## src/sv/assert_macros.svh

```systemverilog
// Assertion macros shared by the RTL files of the server selector.
`ifndef ASSERT_MACROS_SVH
`define ASSERT_MACROS_SVH

// General form with an explicit clock and active-low reset.
`define ASSERT_GEN(label, clk, rst_n, prop, msg) \
  label: assert property (@(posedge clk) disable iff (!rst_n) (prop)) else $error(msg);

// Short form for modules whose ports are named clk_i and rst_ni.
`define ASSERT_DEF(label, prop, msg) \
  `ASSERT_GEN(label, clk_i, rst_ni, prop, msg)

`endif

```

## src/sv/llss_pkg.sv

```systemverilog
// Types and codes shared by the least-loaded server selector.
`timescale 1ns / 1ps

package llss_pkg;

  localparam logic [2:0] OP_REGISTER = 3'd0;
  localparam logic [2:0] OP_INC      = 3'd1;
  localparam logic [2:0] OP_DEC      = 3'd2;
  localparam logic [2:0] OP_REMOVE   = 3'd3;
  localparam logic [2:0] OP_REQUEST  = 3'd4;

  localparam logic [1:0] ST_ACK    = 2'd0;
  localparam logic [1:0] ST_CHOSEN = 2'd1;
  localparam logic [1:0] ST_NONE   = 2'd2;
  localparam logic [1:0] ST_FULL   = 2'd3;

  // Width used to extend slot indexes before comparing or truncating them.
  localparam int unsigned IdxExtW = 9;

  typedef struct packed {
    logic [2:0]  opcode;
    logic [3:0]  slot;
    logic [31:0] max_users;
    logic [31:0] initial_users;
  } item_t;

  typedef struct packed {
    logic [1:0]  status;
    logic [3:0]  chosen_slot;
    logic [31:0] total_users;
  } res_t;

  typedef struct packed {
    logic [31:0] users;
    logic [31:0] limit;
  } entry_t;

  // Control from the sequencer to the slot table.
  typedef struct packed {
    logic rd_en;
    logic wr_en;
    logic set_vld;
    logic clr_vld;
  } tbl_ctl_t;

endpackage

```

## src/sv/llss_table.sv

```systemverilog
// Slot table: user count and limit memory plus per-slot valid flags.
`timescale 1ns / 1ps
`include "assert_macros.svh"

module llss_table #(
  parameter int unsigned SERVER_SLOTS = 16,
  localparam int unsigned SlotW = $clog2(SERVER_SLOTS)
) (
  input  logic                     clk_i,
  input  logic                     rst_ni,
  input  llss_pkg::tbl_ctl_t       ctl_i,
  input  logic [SlotW-1:0]         rd_addr_i,
  output llss_pkg::entry_t         rd_data_o,
  input  logic [SlotW-1:0]         wr_addr_i,
  input  llss_pkg::entry_t         wr_data_i,
  output logic [SERVER_SLOTS-1:0]  valid_o
);

  llss_pkg::entry_t        mem_q [SERVER_SLOTS];
  llss_pkg::entry_t        rd_data_q;
  logic [SERVER_SLOTS-1:0] valid_q;

  always_ff @(posedge clk_i) begin
    if (ctl_i.wr_en) begin
      mem_q[wr_addr_i] <= wr_data_i;
    end
    if (ctl_i.rd_en) begin
      rd_data_q <= mem_q[rd_addr_i];
    end
  end

  // The memory itself is never cleared; an entry only counts once its flag is set.
  always_ff @(posedge clk_i or negedge rst_ni) begin
    if (!rst_ni) begin
      valid_q <= '0;
    end else begin
      if (ctl_i.set_vld) begin
        valid_q[wr_addr_i] <= 1'b1;
      end
      if (ctl_i.clr_vld) begin
        valid_q[wr_addr_i] <= 1'b0;
      end
    end
  end

  assign rd_data_o = rd_data_q;
  assign valid_o   = valid_q;

  `ASSERT_DEF(a_set_clr_excl, !(ctl_i.set_vld && ctl_i.clr_vld), "set and clear of a valid flag in one cycle")
  `ASSERT_DEF(a_set_takes, ctl_i.set_vld |=> valid_q[$past(wr_addr_i)], "registered slot is not valid")
  `ASSERT_DEF(a_clr_takes, ctl_i.clr_vld |=> !valid_q[$past(wr_addr_i)], "removed slot is still valid")

endmodule

```

## src/sv/llss_ctrl.sv

```systemverilog
// Sequencer: read-modify-write of slot entries, selection scan and result register.
`timescale 1ns / 1ps
`include "assert_macros.svh"

module llss_ctrl #(
  parameter int unsigned SERVER_SLOTS = 16,
  localparam int unsigned SlotW = $clog2(SERVER_SLOTS)
) (
  input  logic                     clk_i,
  input  logic                     rst_ni,
  input  logic                     in_valid_i,
  output logic                     in_stall_o,
  input  llss_pkg::item_t          in_data_i,
  output logic                     out_valid_o,
  input  logic                     out_stall_i,
  output llss_pkg::res_t           out_data_o,
  output llss_pkg::tbl_ctl_t       tbl_ctl_o,
  output logic [SlotW-1:0]         rd_addr_o,
  output logic [SlotW-1:0]         wr_addr_o,
  output llss_pkg::entry_t         wr_data_o,
  input  llss_pkg::entry_t         rd_data_i,
  input  logic [SERVER_SLOTS-1:0]  valid_i
);

  typedef enum logic [1:0] {
    S_IDLE,
    S_EXEC,
    S_SCAN,
    S_DONE
  } state_e;

  localparam logic [SlotW-1:0] LastIdx = SlotW'(SERVER_SLOTS - 1);

  state_e                          state_q, state_d;
  llss_pkg::item_t                 item_q, item_d;
  logic [SlotW-1:0]                addr_q, addr_d;
  logic                            inrange_q, inrange_d;
  logic [SlotW-1:0]                idx_q, idx_d;
  logic                            any_q, any_d;
  logic                            found_q, found_d;
  logic [31:0]                     best_q, best_d;
  logic [SlotW-1:0]                pick_q, pick_d;
  logic [31:0]                     total_q, total_d;
  llss_pkg::res_t                  res_q, res_d;
  logic                            out_valid_q, out_valid_d;
  llss_pkg::res_t                  out_data_q, out_data_d;

  logic [llss_pkg::IdxExtW-1:0]    slot_ext;
  logic [llss_pkg::IdxExtW-1:0]    pick_ext;
  logic                            in_range;
  logic                            slot_ok;
  logic                            scan_vld;
  logic                            out_free;

  assign slot_ext = llss_pkg::IdxExtW'(in_data_i.slot);
  assign in_range = slot_ext < llss_pkg::IdxExtW'(SERVER_SLOTS);
  assign slot_ok  = inrange_q && valid_i[addr_q];
  assign scan_vld = valid_i[idx_q];
  assign out_free = !out_valid_q || !out_stall_i;

  always_comb begin
    state_d     = state_q;
    item_d      = item_q;
    addr_d      = addr_q;
    inrange_d   = inrange_q;
    idx_d       = idx_q;
    any_d       = any_q;
    found_d     = found_q;
    best_d      = best_q;
    pick_d      = pick_q;
    total_d     = total_q;
    res_d       = res_q;
    out_data_d  = out_data_q;
    out_valid_d = out_valid_q && out_stall_i;
    pick_ext    = '0;
    tbl_ctl_o   = '0;
    rd_addr_o   = slot_ext[SlotW-1:0];
    wr_addr_o   = addr_q;
    wr_data_o   = '{users: item_q.initial_users, limit: item_q.max_users};

    case (state_q)
      S_IDLE: begin
        if (in_valid_i) begin
          item_d          = in_data_i;
          addr_d          = slot_ext[SlotW-1:0];
          inrange_d       = in_range;
          tbl_ctl_o.rd_en = 1'b1;
          if (in_data_i.opcode == llss_pkg::OP_REQUEST) begin
            rd_addr_o = '0;
            idx_d     = '0;
            any_d     = 1'b0;
            found_d   = 1'b0;
            best_d    = '1;
            pick_d    = '0;
            state_d   = S_SCAN;
          end else begin
            state_d = S_EXEC;
          end
        end
      end
      S_EXEC: begin
        case (item_q.opcode)
          llss_pkg::OP_REGISTER: begin
            if (inrange_q && !valid_i[addr_q]) begin
              tbl_ctl_o.wr_en   = 1'b1;
              tbl_ctl_o.set_vld = 1'b1;
            end
            total_d = total_q + item_q.initial_users;
          end
          llss_pkg::OP_INC: begin
            if (slot_ok) begin
              tbl_ctl_o.wr_en = 1'b1;
              wr_data_o       = '{users: rd_data_i.users + 32'd1, limit: rd_data_i.limit};
              total_d         = total_q + 32'd1;
            end
          end
          llss_pkg::OP_DEC: begin
            if (slot_ok) begin
              tbl_ctl_o.wr_en = 1'b1;
              wr_data_o       = '{users: rd_data_i.users - 32'd1, limit: rd_data_i.limit};
              total_d         = total_q - 32'd1;
            end
          end
          llss_pkg::OP_REMOVE: begin
            if (slot_ok) begin
              tbl_ctl_o.clr_vld = 1'b1;
              total_d           = total_q - rd_data_i.users;
            end
          end
          default: begin
          end
        endcase
        res_d   = '{status: llss_pkg::ST_ACK, chosen_slot: 4'd0, total_users: total_d};
        state_d = S_DONE;
      end
      S_SCAN: begin
        // rd_data_i holds the entry at idx_q, read in the previous cycle.
        if (scan_vld) begin
          any_d = 1'b1;
          if ((rd_data_i.users < rd_data_i.limit) && (rd_data_i.users < best_q)) begin
            best_d  = rd_data_i.users;
            pick_d  = idx_q;
            found_d = 1'b1;
          end
        end
        if (idx_q == LastIdx) begin
          pick_ext = llss_pkg::IdxExtW'(pick_d);
          if (!any_d) begin
            res_d = '{status: llss_pkg::ST_NONE, chosen_slot: 4'd0, total_users: total_q};
          end else if (!found_d) begin
            res_d = '{status: llss_pkg::ST_FULL, chosen_slot: 4'd0, total_users: total_q};
          end else begin
            res_d = '{status: llss_pkg::ST_CHOSEN, chosen_slot: pick_ext[3:0],
                      total_users: total_q};
          end
          state_d = S_DONE;
        end else begin
          tbl_ctl_o.rd_en = 1'b1;
          rd_addr_o       = idx_q + 1'b1;
          idx_d           = idx_q + 1'b1;
        end
      end
      S_DONE: begin
        if (out_free) begin
          out_valid_d = 1'b1;
          out_data_d  = res_q;
          state_d     = S_IDLE;
        end
      end
      default: begin
        state_d = S_IDLE;
      end
    endcase
  end

  always_ff @(posedge clk_i or negedge rst_ni) begin
    if (!rst_ni) begin
      state_q     <= S_IDLE;
      item_q      <= '0;
      addr_q      <= '0;
      inrange_q   <= 1'b0;
      idx_q       <= '0;
      any_q       <= 1'b0;
      found_q     <= 1'b0;
      best_q      <= '0;
      pick_q      <= '0;
      total_q     <= '0;
      res_q       <= '0;
      out_valid_q <= 1'b0;
      out_data_q  <= '0;
    end else begin
      state_q     <= state_d;
      item_q      <= item_d;
      addr_q      <= addr_d;
      inrange_q   <= inrange_d;
      idx_q       <= idx_d;
      any_q       <= any_d;
      found_q     <= found_d;
      best_q      <= best_d;
      pick_q      <= pick_d;
      total_q     <= total_d;
      res_q       <= res_d;
      out_valid_q <= out_valid_d;
      out_data_q  <= out_data_d;
    end
  end

  assign in_stall_o  = (state_q != S_IDLE);
  assign out_valid_o = out_valid_q;
  assign out_data_o  = out_data_q;

  `ASSERT_DEF(a_accept_starts, (in_valid_i && !in_stall_o) |=> (state_q != S_IDLE), "accepted transaction did not start")
  `ASSERT_DEF(a_done_delivers, (state_q == S_DONE && out_free) |=> (out_valid_q && state_q == S_IDLE), "finished result not loaded")
  `ASSERT_DEF(a_scan_no_write, (state_q == S_SCAN) |-> !tbl_ctl_o.wr_en && !tbl_ctl_o.clr_vld, "table changed during a selection scan")

endmodule

```

## src/sv/least_loaded_server_select.sv

```systemverilog
// Top level of the least-loaded server selector.
`timescale 1ns / 1ps

// Least-loaded server selector. Each transaction carries one operation
// (register, user increment, user decrement, remove, request) and yields
// exactly one result with a status, the chosen slot and the running user
// total. Slot counts and limits live in a single-port-read synchronous
// memory; valid flags are flip-flops cleared at reset, so the block is
// ready right after reset with no clearing pass. One transaction is worked
// on at a time. Register, increment, decrement, remove and unknown opcodes
// pass through the acceptance cycle with the memory read, the update and
// write back, and the result load into the output register. A request
// instead runs a scan that reads one slot per cycle through the memory
// read port, from slot 0 to the last, before its result load. While the
// output register holds a stalled result, the block waits before its
// result load. A finished result waits in the output register while the
// next transaction is accepted.
module least_loaded_server_select #(
  parameter int unsigned SERVER_SLOTS = 16
) (
  input  logic            clk_i,
  input  logic            rst_ni,
  input  logic            in_valid_i,
  output logic            in_stall_o,
  input  llss_pkg::item_t in_data_i,
  output logic            out_valid_o,
  input  logic            out_stall_i,
  output llss_pkg::res_t  out_data_o
);

  localparam int unsigned SlotW = $clog2(SERVER_SLOTS);

  llss_pkg::tbl_ctl_t      tbl_ctl;
  logic [SlotW-1:0]        rd_addr;
  logic [SlotW-1:0]        wr_addr;
  llss_pkg::entry_t        wr_data;
  llss_pkg::entry_t        rd_data;
  logic [SERVER_SLOTS-1:0] slot_valid;

  llss_ctrl #(
    .SERVER_SLOTS(SERVER_SLOTS)
  ) u_ctrl (
    .clk_i       (clk_i),
    .rst_ni      (rst_ni),
    .in_valid_i  (in_valid_i),
    .in_stall_o  (in_stall_o),
    .in_data_i   (in_data_i),
    .out_valid_o (out_valid_o),
    .out_stall_i (out_stall_i),
    .out_data_o  (out_data_o),
    .tbl_ctl_o   (tbl_ctl),
    .rd_addr_o   (rd_addr),
    .wr_addr_o   (wr_addr),
    .wr_data_o   (wr_data),
    .rd_data_i   (rd_data),
    .valid_i     (slot_valid)
  );

  llss_table #(
    .SERVER_SLOTS(SERVER_SLOTS)
  ) u_table (
    .clk_i     (clk_i),
    .rst_ni    (rst_ni),
    .ctl_i     (tbl_ctl),
    .rd_addr_i (rd_addr),
    .rd_data_o (rd_data),
    .wr_addr_i (wr_addr),
    .wr_data_i (wr_data),
    .valid_o   (slot_valid)
  );

endmodule
```

## config.mk

```make
export PLATFORM = sky130hd
export DESIGN_NAME = least_loaded_server_select
export DESIGN_NICKNAME = d
export VERILOG_FILES = /design/src/sv/llss_pkg.sv /design/src/sv/llss_table.sv /design/src/sv/llss_ctrl.sv /design/src/sv/least_loaded_server_select.sv
export VERILOG_INCLUDE_DIRS = /design/src /design/src/sv
export SDC_FILE = /design/constraint.sdc
export NUM_CORES = 2
export LEC_CHECK = 0
export BUFFER_PORTS_ARGS = -buffer_cell sky130_fd_sc_hd__buf_2
export CAP_MARGIN = 20
export CORE_MARGIN = 1
export CORE_UTILIZATION = 60
export CTS_CLUSTER_DIAMETER = 50
export CTS_CLUSTER_SIZE = 8
export DETAILED_ROUTE_END_ITERATION = 12
export PLACE_DENSITY_LB_ADDON = 0.15
export SETUP_SLACK_MARGIN = 0.5
export SYNTH_ARGS = -nofsm -noshare
export SYNTH_HDL_FRONTEND = slang
export SYNTH_SLANG_ARGS = --single-unit
```

## constraint.sdc

```tcl
create_clock -name clk_i -period 13.9 [get_ports clk_i]
set_input_delay 0.695 -clock clk_i [delete_from_list [all_inputs] [get_ports clk_i]]
set_output_delay 0.695 -clock clk_i [all_outputs]
set_load 0.005 [all_outputs]
```

# After elaboration in Yosys (flattened, before gate mapping)

Memories as Yosys holds them, arrays and structs flattened. A register that Yosys moved wholly into a read port is not among the register bits.
Cells that the tools add are included.
W data, S select, Z words.

Register bits after elaboration: 241
Bits in writable memories: 1,024
Input bits: 75
Word-level logic and storage cells: 137
Memories kept: 1

Add/sub/neg operators: 7
Order comparisons: 6
Eq/ne operators: 15
Muxes and demuxes: 63
Bitwise operators: 3
Reduce and logical (&&, ||, !) cells: 22

Memory list:

| name          | depth | bits a word | rd ports | clocked after memory_dff | write ports | RTL line         | text |
|---|---|---|---|---|---|---|---|
| u_table.mem_q | 16    | 64          | 1        | 1                        | 1           | llss_table.sv:19 | `llss_pkg::entry_t mem_q [SERVER_SLOTS];` |

Operators with widths:

| kind                    | count |
|---|---|
| $mux W32                | 7 |
| $mux W64                | 3 |
| $pmux W32 S4            | 1 |
| $pmux W64 S2            | 1 |
| $mux W38                | 3 |
| $pmux W38 S2            | 1 |
| $add A32 B1 Y32 const B | 2 |
| $lt A32 B32 Y1          | 2 |
| $pmux W32 S2            | 1 |
| $sub A32 B1 Y32 const B | 2 |
| $add A32 B32 Y32        | 1 |
| $mux W16                | 2 |
| $mux W4                 | 8 |
| $sub A32 B32 Y32        | 1 |
| $pmux W4 S2             | 3 |
| $mux W1                 | 19 |
| $and A16 B16 Y16        | 1 |
| $not A16 Y16            | 1 |
| $or A16 B16 Y16         | 1 |
| $lt A4 B5 Y1 const B    | 3 |
| $mux W2                 | 5 |
| $ne A2 B1 Y1 const B    | 5 |
| $bmux W1 S4             | 2 |
| $pmux W1 S2             | 4 |
| other kinds (23)        | 37 |

# Depth between registers and ports, before layout

Depth after elaboration: 10
Gate-level depth with buffers: 14

# By module

A second synthesis with hierarchy kept.

Cells, all modules: 4,020
Area total of the unflattened synthesis: 59,869.9 um^2

By module, submodules not included:

| module     | instances | cells each | area each (um^2) | sequential area each (um^2) |
|---|---|---|---|---|
| llss_table | 1         | 1,714      | 40,891.7         | 33,071.7 |
| llss_ctrl  | 1         | 2,306      | 18,978.2         | 5,630.4 |

# Worst setup path before layout

No wires, ideal clock.

Kind: register -> register
Start: reg u_ctrl.addr_q[0], in the netlist u_ctrl.wr_addr_o[0]
End: mem u_table.mem_q[10][0] (netlist bit) (enable)
Setup time: 0.564 ns
Arrival: 6.395 ns
Data required time: 13.336 ns
Setup slack: 6.940 ns
Stages on the path, launching flop included: 9
Buffers on the path: 2
Cells stage by stage: dfrtp_1 -> mux4_2 -> mux2_2 -> nor2_1 -> o2111a_1 -> clkbuf_1 -> a21oi_1 -> clkbuf_1 -> nor3_1

Word-level cells in the longest chain between the ends: 9
Elaborated cells between the ends (all ways): 11

Ends and longest elaborated chain:

| what                          | RTL line                          | text |
|---|---|---|
| start, declared               | llss_ctrl.sv:36                   | `logic [SlotW-1:0] addr_q, addr_d;` |
| start signal, assigned        | llss_ctrl.sv:194                  | `addr_q <= addr_d;` |
| $bmux W1 S4                   | llss_ctrl.sv:57, llss_ctrl.sv:104 |  |
| $mux W1 (not written as such) | llss_ctrl.sv:57, llss_ctrl.sv:104 |  |
| $logic_not A1 Y1              | llss_ctrl.sv:104                  | `if (inrange_q && !valid_i[addr_q]) begin` |
| $logic_and A1 B1 Y1           | llss_ctrl.sv:104                  |  |
| $mux W2                       | llss_ctrl.sv:104                  |  |
| $pmux W1 S2                   | llss_ctrl.sv:102                  | `case (item_q.opcode)` |
| $mux W3                       | llss_ctrl.sv:81                   | `case (state_q)` |
| $mux W1                       | llss_table.sv:24                  | `if (ctl_i.wr_en) begin` |
| $mux W1 (not written as such) | llss_table.sv:25                  | `mem_q[wr_addr_i] <= wr_data_i;` |
| end, declared                 | llss_table.sv:19                  |  |

Parallel ways exist; a longest one is shown, timed or not. The select of a mux whose other input is x is not followed.

# Worst setup path after layout

Start: reg u_ctrl.state_q[0]
End: reg u_table.rd_data_o[40] (netlist name)

Word-level cells in the longest chain between the ends: 2
Elaborated cells between the ends (all ways): 4

Ends and longest elaborated chain:

| what                                                    | RTL line         | text |
|---|---|---|
| start, declared                                         | llss_ctrl.sv:34  | `state_e state_q, state_d;` |
| start signal, assigned                                  | llss_ctrl.sv:192 | `state_q <= state_d;` |
| $eq A2 B2 Y1 / $logic_not A2 Y1 (equally long branches) | llss_ctrl.sv:81  |  |
| $pmux W4 S2 / $pmux W1 S2 (equally long branches)       | llss_ctrl.sv:81  |  |

Parallel ways exist; a longest one is shown, timed or not.
A chain may end at the register's enable or synchronous reset.

==> out/metrics.yaml <==
outcome: "finished, final reports clean"
initial_core_util_pct: 60.9
postSynthCellCount: 5357
setup_viol: 0
drive_gt1_share_pct: 11.4
layout_commonest_cell: "nand2_1"
drc: 0
dp_cells: 6572
syn_area_um2: 61300
row_count: 116
cp_max_fo: 210
yosys_warnings: 0
worstSetupStartpointType: "flop"
cp.arrival_ns: 6.64
fmax_ghz: 0.166
max_slew_margin_pct: 8.55
worstMarginPinSlew_ns: 1.37
synth_edf_count: 1088
finalCriticalPeriod_ns: 6.01
syn_nets: 5568
drtPass1Iterations: 6
die_area_um2: 103000
regArea_um2: 38700
fin_cells: 6875
finalHoldViolCount: 0
cts_buffers: 188
drt_iter0_drc: 6015
synth_cell_types: 82
gp_congestion: 0.940
cts.sinks: 1329
num-fill-cells: 7244
grt_pass1_vias: 42600
critPathTopFamily: "buffers and inverters"
final_cell_mix: "1223 x nand2_1, 1088 x edfxtp_1, 309 x nand3_1"
critPathBufInv: 4
cp-end-kind: "flop"
routed_via_density: 6.55
cts_buffer_depth: 3
worstSetupPathType: "flop to flop"
syn_to_final_growth_pct: 12.4
clock-root-buffer: "clkbuf_16"
fp.dieH_um: 322
wirelength_um: 173000
cts_resized: 0
rr_worst_depth: 13
cap_violations: 0
htree_levels: 4
p_per_area_nw_per_um2: 250
synthFlopType: "edfxtp_1"
core_um2: 101000
tns_ns: 0
antenna_found_initial: 1
path_cells: "inv_1 > ha_2 > buf_4 > nand4_1 > nand2_1 > a22o_4 > buf_12 > buf_12 > nand2_1 > and3_1 > a311oi_1 > a31oi_1 > a21oi_1"
die_w_um: 322
path_depth: 13
multiInputGateArea_um2: 20900
p_leak_nw: 25.7
synthTopCellsByArea: "edfxtp_1 53%, dfrtp_1 9.8%, nand2_1 7.5%, a311oi_1 2.8%, ha_1 2.7%"
grt_setup_unrepaired: "false"
synth_area_leader_cell: "edfxtp_1"
min-delay-path-class: "input port to flop"
post_drt_wl_per_cell_um: 25.1
vias: 45000
worstSkewPairLatency_ns: 0.80
cp.required_ns: 14.53
reg2reg_slack_ns: 7.89
ios: 115
drv_slew: 0
holdPathStages: 2
clk_pin_slew_worst_paths_ns: 0.05
min_period_over_period_pct: 43.2
grt_use_total_pct: 33.2
r2r-end: "u_table.rd_data_o[40]"
diodes: 0
grt_overflow_total: 0
ir_worst_vdd_mv: 0.179
syn_avg_cell_area_um2: 11.4
ant_nets: 0
critPathMaxStageDelay_ns: 0.72
slowest_stage: "nand4_1"
grt_max_degree: 218
async_reset_ff_share_pct: 18.1
cts_tree: "done"
synth_top_area_share_pct: 53.3
dp_hpwl_um: 95000
finClkSkew_ns: 0.0243
grt_pass1_wl_um: 259000
fin_nets: 5617
yosysSeqAreaShare_pct: 63.2
timing.rr.start: "u_ctrl.state_q[0]"
min_from: "in_data_i[13]"
io_buffers: 114
ys_seq_elements: 1329
holdPathEnd: "u_ctrl.item_q[13]"
[where the power goes]
group          leakage [nW]  internal, mW  switching [mW]
Clock                  2.62          2.56            1.67
Sequential             12.7          5.42           0.666
Combinational          10.4          2.32            4.58
Total                  25.7          10.3            6.92
[metrics by stage]
| stage | util (%) | setup slack [ns] | total power, mW | hold WS, ns | instance area [um^2] |
|---|---|---|---|---|---|
| floorplan | - | 6.94 | 10.6 | 0.399 | 61300 |
| global placement | 63.0 | 7.98 | 12.7 | 0.461 | 63300 |
| detailed placement | 63.0 | 7.76 | 12.9 | 0.470 | 63300 |
| CTS | 68.4 | 8.12 | 17.1 | 0.0855 | 68800 |
| global route | 68.4 | 7.73 | 18.1 | 0.115 | 68800 |
| finish | 68.4 | 7.89 | 17.2 | 0.126 | 68800 |
[what timing repair did]
item                      in CTS  in global routing
hold endpoints to repair      57                  0
hold buffers                   1                  0
buffers inserted               0                  0
[logic make-up (layout without fill, tap and decap cells)]
family | after synthesis | after routing | synth area share [%]
flip-flops | 1329 | 1329 | 63.2
XOR/XNOR | 61 | 61 | 0.872
AO/OA/AOI/OAI | 1106 | 1106 | 12.3
multiplexers | 136 | 136 | 2.61
AND/OR/NAND/NOR | 2094 | 2094 | 15.1
adder cells (fa/ha/maj) | 136 | 136 | 2.80
buffers and inverters | 495 | 656 | 3.08
[final cells by class]
type	count	share of cell area, %
clock inverters	19	0.518
multi-input cells	3533	30.4
clock buffers	283	7.46
flip-flops and latches	1329	56.2
inverters	116	0.633
well taps	1357	2.47
repair buffers	238	2.31
[routing by layer]
metal | share of wire, % | GRT usage [%]
met1 | 40 | 47.3
met2 | 46 | 51.4
met3 | 10 | 5.46
met4 | 3.5 | 13.1
met5 | 0 | 0
[registers in the layout, summed over array words and instances (netlist names), 4 cells and up]
name               flops
u_ctrl.wr_addr_o       4
u_table.rd_data_o     64
u_ctrl.best_q         32
u_ctrl.res_q          38
u_table.valid_o       16
u_ctrl.out_data_o     38
u_ctrl.pick_q          4
u_ctrl.total_q        32
u_table.mem_q       1024
u_ctrl.item_q         67
u_ctrl.idx_q           4
[worst max path at each step]
stage	start	end	slack, ns
finish	u_ctrl.state_q[0]	u_table.rd_data_o[40]	7.89
global route	u_ctrl.state_q[0]	u_table.rd_data_o[29]	7.73
floorplan	u_ctrl.wr_addr_o[0]	u_table.mem_q[10][0]	6.94
detailed placement	in_data_i[69]	u_table.rd_data_o[22]	7.76
CTS	u_ctrl.state_q[0]	u_table.rd_data_o[40]	8.12
global placement	in_data_i[69]	u_table.rd_data_o[15]	7.98
[Yosys cell counts (8+ instances only)]
master	number
or4_1	8
nand4_1	44
clkbuf_1	341
xor2_1	23
nand2_1	1226
nand3_1	309
nor2_1	145
a21oi_1	266
o21bai_1	9
a31oi_1	91
a21o_1	58
or2_2	8
and2_1	14
a311oi_1	197
or3_1	20
a32o_1	14
and3_1	157
a221oi_1	10
nor2b_1	19
o211ai_1	19
buf_1	24
o21a_1	15
a211oi_1	24
a22o_1	11
o21ai_0	167
a221o_1	19
nor4_1	18
buf_2	10
xnor2_1	38
a22oi_1	54
nand2b_1	19
o22a_1	8
dfrtp_1	241
mux2_2	115
ha_1	134
inv_1	116
nor3_1	80
o221ai_1	20
mux2i_1	13
o22ai_1	46
edfxtp_1	1088
Note: power is estimated with default switching activity, not from simulation.
